**src/hdl/tbsa_pkg.sv**
```systemverilog
// ----------------------------------------------------------------------------
// tbsa_pkg
// Shared codes, sizes and the cell control bundle of the timer bank.
// ----------------------------------------------------------------------------
`default_nettype none

package tbsa_pkg;

  // default bank size
  localparam int TBSA_NUM_TIMERS = 16;

  // field widths
  localparam int ACTION_W = 3;
  localparam int INDEX_W  = 6;
  localparam int PERIOD_W = 32;
  localparam int KIND_W   = 3;
  localparam int SLOT_W   = 6;

  // input action codes
  localparam logic [ACTION_W-1:0] ACT_CREATE = 3'd0;
  localparam logic [ACTION_W-1:0] ACT_START  = 3'd1;
  localparam logic [ACTION_W-1:0] ACT_STOP   = 3'd2;
  localparam logic [ACTION_W-1:0] ACT_TICK   = 3'd3;
  localparam logic [ACTION_W-1:0] ACT_CLEAR  = 3'd4;

  // result kind codes
  localparam logic [KIND_W-1:0] KIND_CREATED   = 3'd0;
  localparam logic [KIND_W-1:0] KIND_FAILED    = 3'd1;
  localparam logic [KIND_W-1:0] KIND_OK        = 3'd2;
  localparam logic [KIND_W-1:0] KIND_BAD       = 3'd3;
  localparam logic [KIND_W-1:0] KIND_EXPIRY    = 3'd4;
  localparam logic [KIND_W-1:0] KIND_TICK_DONE = 3'd5;

  // control bundle broadcast from the sequencer to every cell
  typedef struct packed {
    logic clear;        // free every slot
    logic start;        // start the addressed slot
    logic stop;         // stop the addressed slot
    logic shift;        // move the sweep token one cell along
    logic seed;         // token entering the first cell
    logic flush;        // drop the token everywhere
    logic create_step;  // token cell claims itself if free
    logic tick_step;    // token cell advances its count
  } cell_ctl_t;

endpackage

`default_nettype wire

```
**src/hdl/tbsa_cell.sv**
```systemverilog
// ----------------------------------------------------------------------------
// tbsa_cell
// One timer slot: its state, its share of the sweep token and its update.
// ----------------------------------------------------------------------------
`default_nettype none

module tbsa_cell
  import tbsa_pkg::*;
#(
  parameter int IDX = 0
) (
  input  wire logic                clk,
  input  wire logic                rst,
  input  wire cell_ctl_t           ctl,
  input  wire logic [INDEX_W-1:0]  timer_index,
  input  wire logic [PERIOD_W-1:0] period,
  input  wire logic                one_shot,
  input  wire logic                start_now,
  input  wire logic                tok_in,
  output logic                     tok_out,
  output logic                     used_out,
  output logic                     free_hit,
  output logic                     expire
);

  logic                used;
  logic                running;
  logic                one_shot_mode;
  logic [PERIOD_W-1:0] count;
  logic [PERIOD_W-1:0] period_ticks;
  logic                tok;
  logic [PERIOD_W-1:0] count_inc;
  logic                addressed;

  // local decode and increment
  assign addressed = (timer_index == INDEX_W'(IDX));
  assign count_inc = count + 1'b1;
  assign free_hit  = tok && !used;
  assign expire    = tok && used && running && (count_inc >= period_ticks);
  assign tok_out   = tok;
  assign used_out  = used;

  // sweep token, handed on from the lower neighbour
  always_ff @(posedge clk) begin
    if (rst || ctl.flush) begin
      tok <= 1'b0;
    end else if (ctl.shift) begin
      tok <= tok_in;
    end
  end

  // slot state
  always_ff @(posedge clk) begin
    if (rst || ctl.clear) begin
      used          <= 1'b0;
      running       <= 1'b0;
      one_shot_mode <= 1'b0;
      count         <= '0;
    end else if (ctl.start && addressed && used) begin
      count   <= '0;
      running <= 1'b1;
    end else if (ctl.stop && addressed) begin
      running <= 1'b0;
    end else if (ctl.create_step && free_hit) begin
      used          <= 1'b1;
      one_shot_mode <= one_shot;
      count         <= '0;
      running       <= start_now;
    end else if (ctl.tick_step && tok && used && running) begin
      if (expire) begin
        count <= '0;
        if (one_shot_mode) begin
          running <= 1'b0;
        end
      end else begin
        count <= count_inc;
      end
    end
  end

  // period store, written only on create
  always_ff @(posedge clk) begin
    if (ctl.create_step && free_hit) begin
      period_ticks <= period;
    end
  end

endmodule

`default_nettype wire

```
**src/hdl/timer_bank_with_slot_allocation_core.sv**
```systemverilog
// Bank of NUM_TIMERS software-style timers held in a row of slot cells. Start,
// stop and clear each give one result beat. Create and tick pass a one-hot
// token along the row, one slot per cycle while the result side does not
// stall: create stops at the first free slot, tick visits every slot and gives
// an expiry beat for each running slot whose count reaches its period, then a
// tick-done beat.
// ----------------------------------------------------------------------------
// timer_bank_with_slot_allocation_core
// Timer bank top level: request sequencer, result register and cell row.
// ----------------------------------------------------------------------------
`default_nettype none

module timer_bank_with_slot_allocation_core
  import tbsa_pkg::*;
#(
  parameter int NUM_TIMERS = TBSA_NUM_TIMERS
) (
  input  wire logic                clk,
  input  wire logic                rst,
  input  wire logic                in_valid,
  output logic                     in_stall,
  input  wire logic [ACTION_W-1:0] action,
  input  wire logic [INDEX_W-1:0]  timer_index,
  input  wire logic [PERIOD_W-1:0] period,
  input  wire logic                one_shot,
  input  wire logic                start_now,
  output logic                     out_valid,
  input  wire logic                out_stall,
  output logic [KIND_W-1:0]        kind,
  output logic [SLOT_W-1:0]        slot,
  output logic                     last
);

  localparam int IW = (NUM_TIMERS > 1) ? $clog2(NUM_TIMERS) : 1;
  localparam int PW = $clog2(NUM_TIMERS + 1);

  localparam logic ST_IDLE  = 1'b0;
  localparam logic ST_SWEEP = 1'b1;

  logic                state;
  logic                state_next;
  logic                op_tick;
  logic [PW-1:0]       pos;
  logic [PERIOD_W-1:0] create_period;
  logic                create_one_shot;
  logic                create_start_now;

  logic                out_free;
  logic                in_fire;
  logic                adv;
  logic                sweep_end;
  logic                slot_ok;
  logic                any_free;
  logic                any_expire;
  cell_ctl_t           ctl;

  logic                emit;
  logic [KIND_W-1:0]   emit_kind;
  logic [SLOT_W-1:0]   emit_slot;
  logic                emit_last;

  logic [NUM_TIMERS-1:0] tok_chain;
  logic [NUM_TIMERS-1:0] used_vec;
  logic [NUM_TIMERS-1:0] free_vec;
  logic [NUM_TIMERS-1:0] expire_vec;

  // handshake
  assign out_free  = !out_valid || !out_stall;
  assign in_stall  = !((state == ST_IDLE) && out_free);
  assign in_fire   = in_valid && !in_stall;
  assign adv       = (state == ST_SWEEP) && out_free;
  assign sweep_end = (pos == PW'(NUM_TIMERS));
  assign any_free  = |free_vec;
  assign any_expire = |expire_vec;
  assign slot_ok   = (timer_index < INDEX_W'(NUM_TIMERS)) && used_vec[timer_index[IW-1:0]];

  // sequencer decode
  always_comb begin
    ctl        = '0;
    emit       = 1'b0;
    emit_kind  = KIND_OK;
    emit_slot  = '0;
    emit_last  = 1'b1;
    state_next = state;
    case (state)
      ST_IDLE: begin
        if (in_fire) begin
          case (action)
            ACT_CREATE: begin
              if (period == '0) begin
                emit      = 1'b1;
                emit_kind = KIND_FAILED;
              end else begin
                ctl.shift  = 1'b1;
                ctl.seed   = 1'b1;
                state_next = ST_SWEEP;
              end
            end
            ACT_START, ACT_STOP: begin
              emit       = 1'b1;
              emit_kind  = slot_ok ? KIND_OK : KIND_BAD;
              ctl.start  = slot_ok && (action == ACT_START);
              ctl.stop   = slot_ok && (action == ACT_STOP);
            end
            ACT_TICK: begin
              ctl.shift  = 1'b1;
              ctl.seed   = 1'b1;
              state_next = ST_SWEEP;
            end
            ACT_CLEAR: begin
              emit      = 1'b1;
              emit_kind = KIND_OK;
              ctl.clear = 1'b1;
            end
            default: begin
            end
          endcase
        end
      end
      ST_SWEEP: begin
        if (adv) begin
          if (sweep_end) begin
            emit       = 1'b1;
            emit_kind  = op_tick ? KIND_TICK_DONE : KIND_FAILED;
            state_next = ST_IDLE;
          end else if (op_tick) begin
            ctl.tick_step = 1'b1;
            ctl.shift     = 1'b1;
            if (any_expire) begin
              emit      = 1'b1;
              emit_kind = KIND_EXPIRY;
              emit_slot = SLOT_W'(pos);
              emit_last = 1'b0;
            end
          end else begin
            ctl.create_step = 1'b1;
            if (any_free) begin
              emit       = 1'b1;
              emit_kind  = KIND_CREATED;
              emit_slot  = SLOT_W'(pos);
              ctl.flush  = 1'b1;
              state_next = ST_IDLE;
            end else begin
              ctl.shift = 1'b1;
            end
          end
        end
      end
      default: begin
        state_next = ST_IDLE;
      end
    endcase
  end

  // control state
  always_ff @(posedge clk) begin
    if (rst) begin
      state <= ST_IDLE;
      pos   <= '0;
    end else begin
      state <= state_next;
      if (in_fire) begin
        pos <= '0;
      end else if (ctl.shift) begin
        pos <= pos + 1'b1;
      end
    end
  end

  // latched request
  always_ff @(posedge clk) begin
    if (in_fire) begin
      op_tick          <= (action == ACT_TICK);
      create_period    <= period;
      create_one_shot  <= one_shot;
      create_start_now <= start_now;
    end
  end

  // result register
  always_ff @(posedge clk) begin
    if (rst) begin
      out_valid <= 1'b0;
    end else if (emit) begin
      out_valid <= 1'b1;
    end else if (!out_stall) begin
      out_valid <= 1'b0;
    end
  end

  always_ff @(posedge clk) begin
    if (emit) begin
      kind <= emit_kind;
      slot <= emit_slot;
      last <= emit_last;
    end
  end

  // row of slot cells, token passed from each to the next
  for (genvar i = 0; i < NUM_TIMERS; i++) begin : g_cell
    tbsa_cell #(
      .IDX(i)
    ) u_cell (
      .clk        (clk),
      .rst        (rst),
      .ctl        (ctl),
      .timer_index(timer_index),
      .period     (create_period),
      .one_shot   (create_one_shot),
      .start_now  (create_start_now),
      .tok_in     ((i == 0) ? ctl.seed : tok_chain[(i == 0) ? 0 : i - 1]),
      .tok_out    (tok_chain[i]),
      .used_out   (used_vec[i]),
      .free_hit   (free_vec[i]),
      .expire     (expire_vec[i])
    );
  end

endmodule

`default_nettype wire

```
**config.mk**
```make
export PLATFORM = sky130hd
export DESIGN_NAME = timer_bank_with_slot_allocation_core
export DESIGN_NICKNAME = d
export VERILOG_FILES = /design/src/hdl/tbsa_pkg.sv /design/src/hdl/tbsa_cell.sv /design/src/hdl/timer_bank_with_slot_allocation_core.sv
export SDC_FILE = /design/constraint.sdc
export NUM_CORES = 2
export LEC_CHECK = 0
export BUFFER_PORTS_ARGS = -buffer_cell sky130_fd_sc_hd__clkbuf_2
export CORE_ASPECT_RATIO = 1.1
export CORE_MARGIN = 5
export CORE_UTILIZATION = 60
export DETAILED_ROUTE_END_ITERATION = 12
export GPL_TIMING_DRIVEN = 0
export HOLD_SLACK_MARGIN = 0.1
export PLACE_DENSITY_LB_ADDON = 0.15
export SETUP_SLACK_MARGIN = 0.3
export SLEW_MARGIN = 30
export SYNTH_ARGS = -nofsm -noshare
export SYNTH_HDL_FRONTEND = slang
export SYNTH_SLANG_ARGS = --single-unit
```
**constraint.sdc**
```tcl
create_clock -name clk -period 9.3 [get_ports clk]
set_clock_uncertainty 0.15 [all_clocks]
set_input_delay 2.79 -clock clk [delete_from_list [all_inputs] [get_ports clk]]
set_output_delay 2.79 -clock clk [all_outputs]
set_load 0.05 [all_outputs]
```
==> impl.org <==
** Route
- Average routed wire per standard cell :: 21.2 um
- Number of remaining DRC errors :: 0
- The routed layout has 52000 vias.
- Antenna-violating nets left :: 0
- First DRT Iteration DRCs :: 5619
- In the routed layout, each cell is associated on average with a via count of 6.11.
- Number of detailed-route iterations in the first pass :: 7
- Wires add up to 180 mm.

** Floorplanning
- Die Width :: 319 um
- From bottom edge to top edge, the die measures 349 um.
- The initial utilization of the core area, before any placement, comes to 60.4%.
- During I/O placement, the number of pins put on the boundary was 59.
- Area of the core region :: 104000 um^2
- The die covers 111000 um^2.
- Row generation in the floorplan step produced 124 rows.

** STA
- Final worst path period share :: 75.1%
- Post-layout min period :: 6.99 ns
- Final Hold Vio Count :: 0
- The count of final max-slew check failures was 0.
- Setup violations remaining at the end of the flow were counted as 0.
- RSZ-0062 raised after global routing :: false
- Fmax :: 0.143 GHz
- In the final timing run, aggregate negative setup slack is 0 ns.
- At the pin with the least slew margin, the transition time is 1.01 ns.
- The worst pin sits at a relative slew slack of 32.7%.

** Status
- Status :: finished clean

** Synth
- Post-Synthesis Cells :: 6738
- Combinational family with the most area after synthesis :: simple AND/OR/NAND/NOR gates
- During synthesis, Yosys emitted a total of 0 warnings.
- Summing the areas of all fa, ha and maj instances in the mapped netlist gives 10.6% of the synthesized area.
- Number of distinct library cells after synthesis :: 88
- Share of synthesized cell area in and, or, nand and nor gates :: 19.1%
- Number of enable-type register cells in the synthesized netlist :: 556
- Top_reg_cell synth :: dfxtp_1
- Post-synthesis compound-gate area fraction :: 12.7%
- Mapped cell area :: 62800 um^2
- Of the post-synthesis cell area, the part taken by muxes is 0.625%.
- Fraction of synthesized cell area in xor and xnor cells :: 6.73%
- A synthesized cell averages 9.32 um^2.
- Share of synthesized area occupied by flip-flops and latches :: 45.2%
- Counting flops and latches in the post-synthesis netlist gives 1139.
- Of all flip-flops after synthesis, the portion carrying an async set or reset was 0%.
- The number of nets in the synthesized netlist is 7315.

** Global routing
- Antenna violations before repair :: 31
- Global-route wire length before repair :: 275 mm
- Global routing used 31.1% of the available tracks.
- Via count of the first global-routing pass :: 49000
- Entering global routing, the biggest net connects 37 pins.
- Overflow after GRT :: 0

** Final layout
- Share of final-layout standard cells stronger than drive strength 1 :: 6.92%
- Net count, final :: 7579
- The sequential cells in the finished layout cover a total of 28400 um^2.
- Area growth from synthesis to final layout :: 11.9%
- Total area of multi-input combinational cells :: 31300 um^2
- Non-filler instance count after layout :: 8503
- Counting the fill cells in the layout gives 8199.

** Clock tree
- Clock-pin slew was measured on the worst setup and hold paths at 0.06 ns.
- Number of H-tree levels :: 3
- Number of clock sinks :: 1139
- TritonCTS created 118 clock buffers.
- CTS resizes :: 0
- CTS tree :: built
- Buffer type at the clock tree root :: clkbuf_16
- Post-CTS repair timing setup buffer count :: 0
- After clock tree synthesis, the flow added hold-fix buffers numbering 0.
- Clk Latency, worst-skew pair :: 0.73 ns
- Maximum clock insertion buffer count :: 3

** Placement
- Last weighted congestion value of the routability-driven placer :: 0.956
- Once placement completed, the tool counted placed cells totaling 8268.
- DP Wirelength :: 134 mm
- Input and output buffers added on the ports amount to 52.

** Critical path
- The most critical setup path has its endpoint at slot[2].
- In this run the critical register-to-register path is captured at slot[2].
- Critical Path End Type :: flop
- The worst setup path is launched from a flop.
- At the worst endpoint, the arrival time is 7.25 ns.
- Critical path fanouts, max :: 9
- Worst R2R Path Depth :: 19
- The setup path with the least slack is of type reg -> reg.
- Crit Reg-Reg Startpoint :: g_cell[15].u_cell.count[0]
- The setup check on the worst reg-to-reg path leaves a slack of 2.31 ns.
- Data on the critical path is required at its endpoint by 9.56 ns.
- Startpoint of the most critical setup path :: g_cell[15].u_cell.count[0]

** Pwr
- After layout, the design draws a total of 10.5 mW.
- Lkg Pwr :: 29.2 nW
- IR Drop Worst-Case VDD :: 0.258 mV
- Total power per unit cell area :: 149 nW/um^2

** Job
- Max-cap violation count :: 0

** Hold path
- Worst hold path class :: reg -> reg
[worst max-delay path: stages, from the launching register on]
cell and delay (ns):
dfxtp_1 0.40, ha_1 0.28, nand2_1 0.11, nor4_1 0.67, and3_1 0.26, clkbuf_1 0.25
nand2_1 0.14, nor2_1 0.21, nand2_1 0.14, xnor2_1 0.21, ha_1 0.29, a21oi_1 0.15
nand2_1 0.07, a221oi_1 0.33, o22ai_1 0.15, a31oi_1 0.76, o2111ai_1 0.51, a311oi_1 0.58
nand3_1 0.41, a311o_1 0.60
[stage by stage]
| stage | setup slack [ns] | util (%) | hold WS (ns) | instance area, um^2 |
|---|---|---|---|---|
| 2_1_floorplan | 3.05 | - | 0.281 | 62800 |
| 3_3_place_gp | 1.15 | 62.4 | 0.288 | 64800 |
| 3_5_place_dp | 2.54 | 63.9 | 0.299 | 66400 |
| 4_1_cts | 2.53 | 67.6 | 0.308 | 70300 |
| 5_1_grt | 2.08 | 67.6 | 0.325 | 70300 |
| 6_report | 2.31 | 67.6 | 0.308 | 70300 |
[registers in the layout, indices dropped and copies added, names as in the netlist]
name                         flops
g_cell.u_cell.count            512
g_cell.u_cell.period_ticks     512
create_period                   32
g_cell.u_cell.one_shot_mode     16
g_cell.u_cell.running           16
g_cell.u_cell.tok_out           16
g_cell.u_cell.used_out          16
pos                              5
slot                             5
kind                             3
create_one_shot                  1
create_start_now                 1
last                             1
op_tick                          1
out_valid                        1
state                            1
[layout by cell type, fill, tap and decap left out, types with 17 or more instances in the layout]
master,n
a22oi_1,118
edfxtp_1,556
nor4_1,43
clkbuf_2,55
buf_8,46
inv_1,547
buf_6,32
a21oi_1,631
nand2b_1,46
clkbuf_1,197
nand4_1,140
or3_1,35
a21o_1,147
clkbuf_16,118
mux2i_1,28
o21ai_0,311
xnor2_1,296
nand2_1,521
and3_1,164
nor3b_1,21
buf_2,70
a31oi_1,21
ha_1,530
and2_1,41
nor2_1,603
clkinv_2,30
xor2_1,187
nand3b_1,138
dfxtp_1,583
nor2b_1,26
and4_1,59
nor3_1,114
clkinv_1,17
nand3_1,342
[per-layer routing]
metal / part of all wire (%) / GRT usage [%] / up-vias
li1: - / - / 24500
met2: 45 / 49.8 / 2216
met3: 10 / 5.91 / 405
met4: 4.5 / 13.0 / 4
met5: 0.013 / 0 / -
met1: 41 / 42.0 / 24800
[synthesized netlist by cell type (140+ instances only)]
| cell | number | area, um^2 |
|---|---|---|
| xnor2_1 | 296 | 2590 |
| a21oi_1 | 632 | 3160 |
| nand3_1 | 342 | 1710 |
| o21ai_0 | 312 | 1560 |
| dfxtp_1 | 583 | 11700 |
| xor2_1 | 187 | 1640 |
| nor2_1 | 611 | 2290 |
| edfxtp_1 | 556 | 16700 |
| nand2_1 | 521 | 1960 |
| a21o_1 | 147 | 1100 |
| nand4_1 | 140 | 876 |
| and3_1 | 164 | 1030 |
| ha_1 | 530 | 6630 |
| clkbuf_1 | 178 | 668 |
| inv_1 | 553 | 2080 |
[where the power goes]
part | leakage (nW) | internal (mW) | switching (mW) | total (mW)
logic | 17.6 | 0.0895 | 0.266 | 0.356
registers | 9.71 | 5.28 | 0.0452 | 5.33
clock network | 1.90 | 2.72 | 2.10 | 4.81
[final cells by class]
type                    count  area share, %
multi-input cells        4782           44.6
flip-flops and latches   1139           40.3
clock buffers             143           4.41
inverters                 554           2.96
repair buffers            144           2.47
well taps                1386           2.47
plain buffers             263           1.60
clock inverters            82           1.14
diodes                     10         0.0356
[cell families (layout without fill, tap and decap cells)]
kind of cell | count (synthesis) | after routing
other cells | 1 | 11
simple gates | 2367 | 2367
mux | 33 | 33
flops | 1139 | 1139
compound gates | 1368 | 1368
buf+inv | 817 | 1186
fa+ha+maj | 530 | 530
xor+xnor | 483 | 483
[how the worst min path moves through the flow]
stage / startpoint / to / slack, ns / depth (start not counted)
after global routing: g_cell[0].u_cell.one_shot_mode / g_cell[0].u_cell.one_shot_mode / 0.33 / 2
after CTS: g_cell[6].u_cell.count[17] / g_cell[6].u_cell.count[17] / 0.31 / 2
after global placement: g_cell[6].u_cell.count[17] / g_cell[6].u_cell.count[17] / 0.29 / 2
final: g_cell[6].u_cell.count[17] / g_cell[6].u_cell.count[17] / 0.31 / 2
after detailed placement: g_cell[6].u_cell.count[17] / g_cell[6].u_cell.count[17] / 0.30 / 2
after floorplan: g_cell[6].u_cell.count[17] / g_cell[6].u_cell.count[17] / 0.28 / 2
No activity file was read; power rests on OpenSTA's default activity.
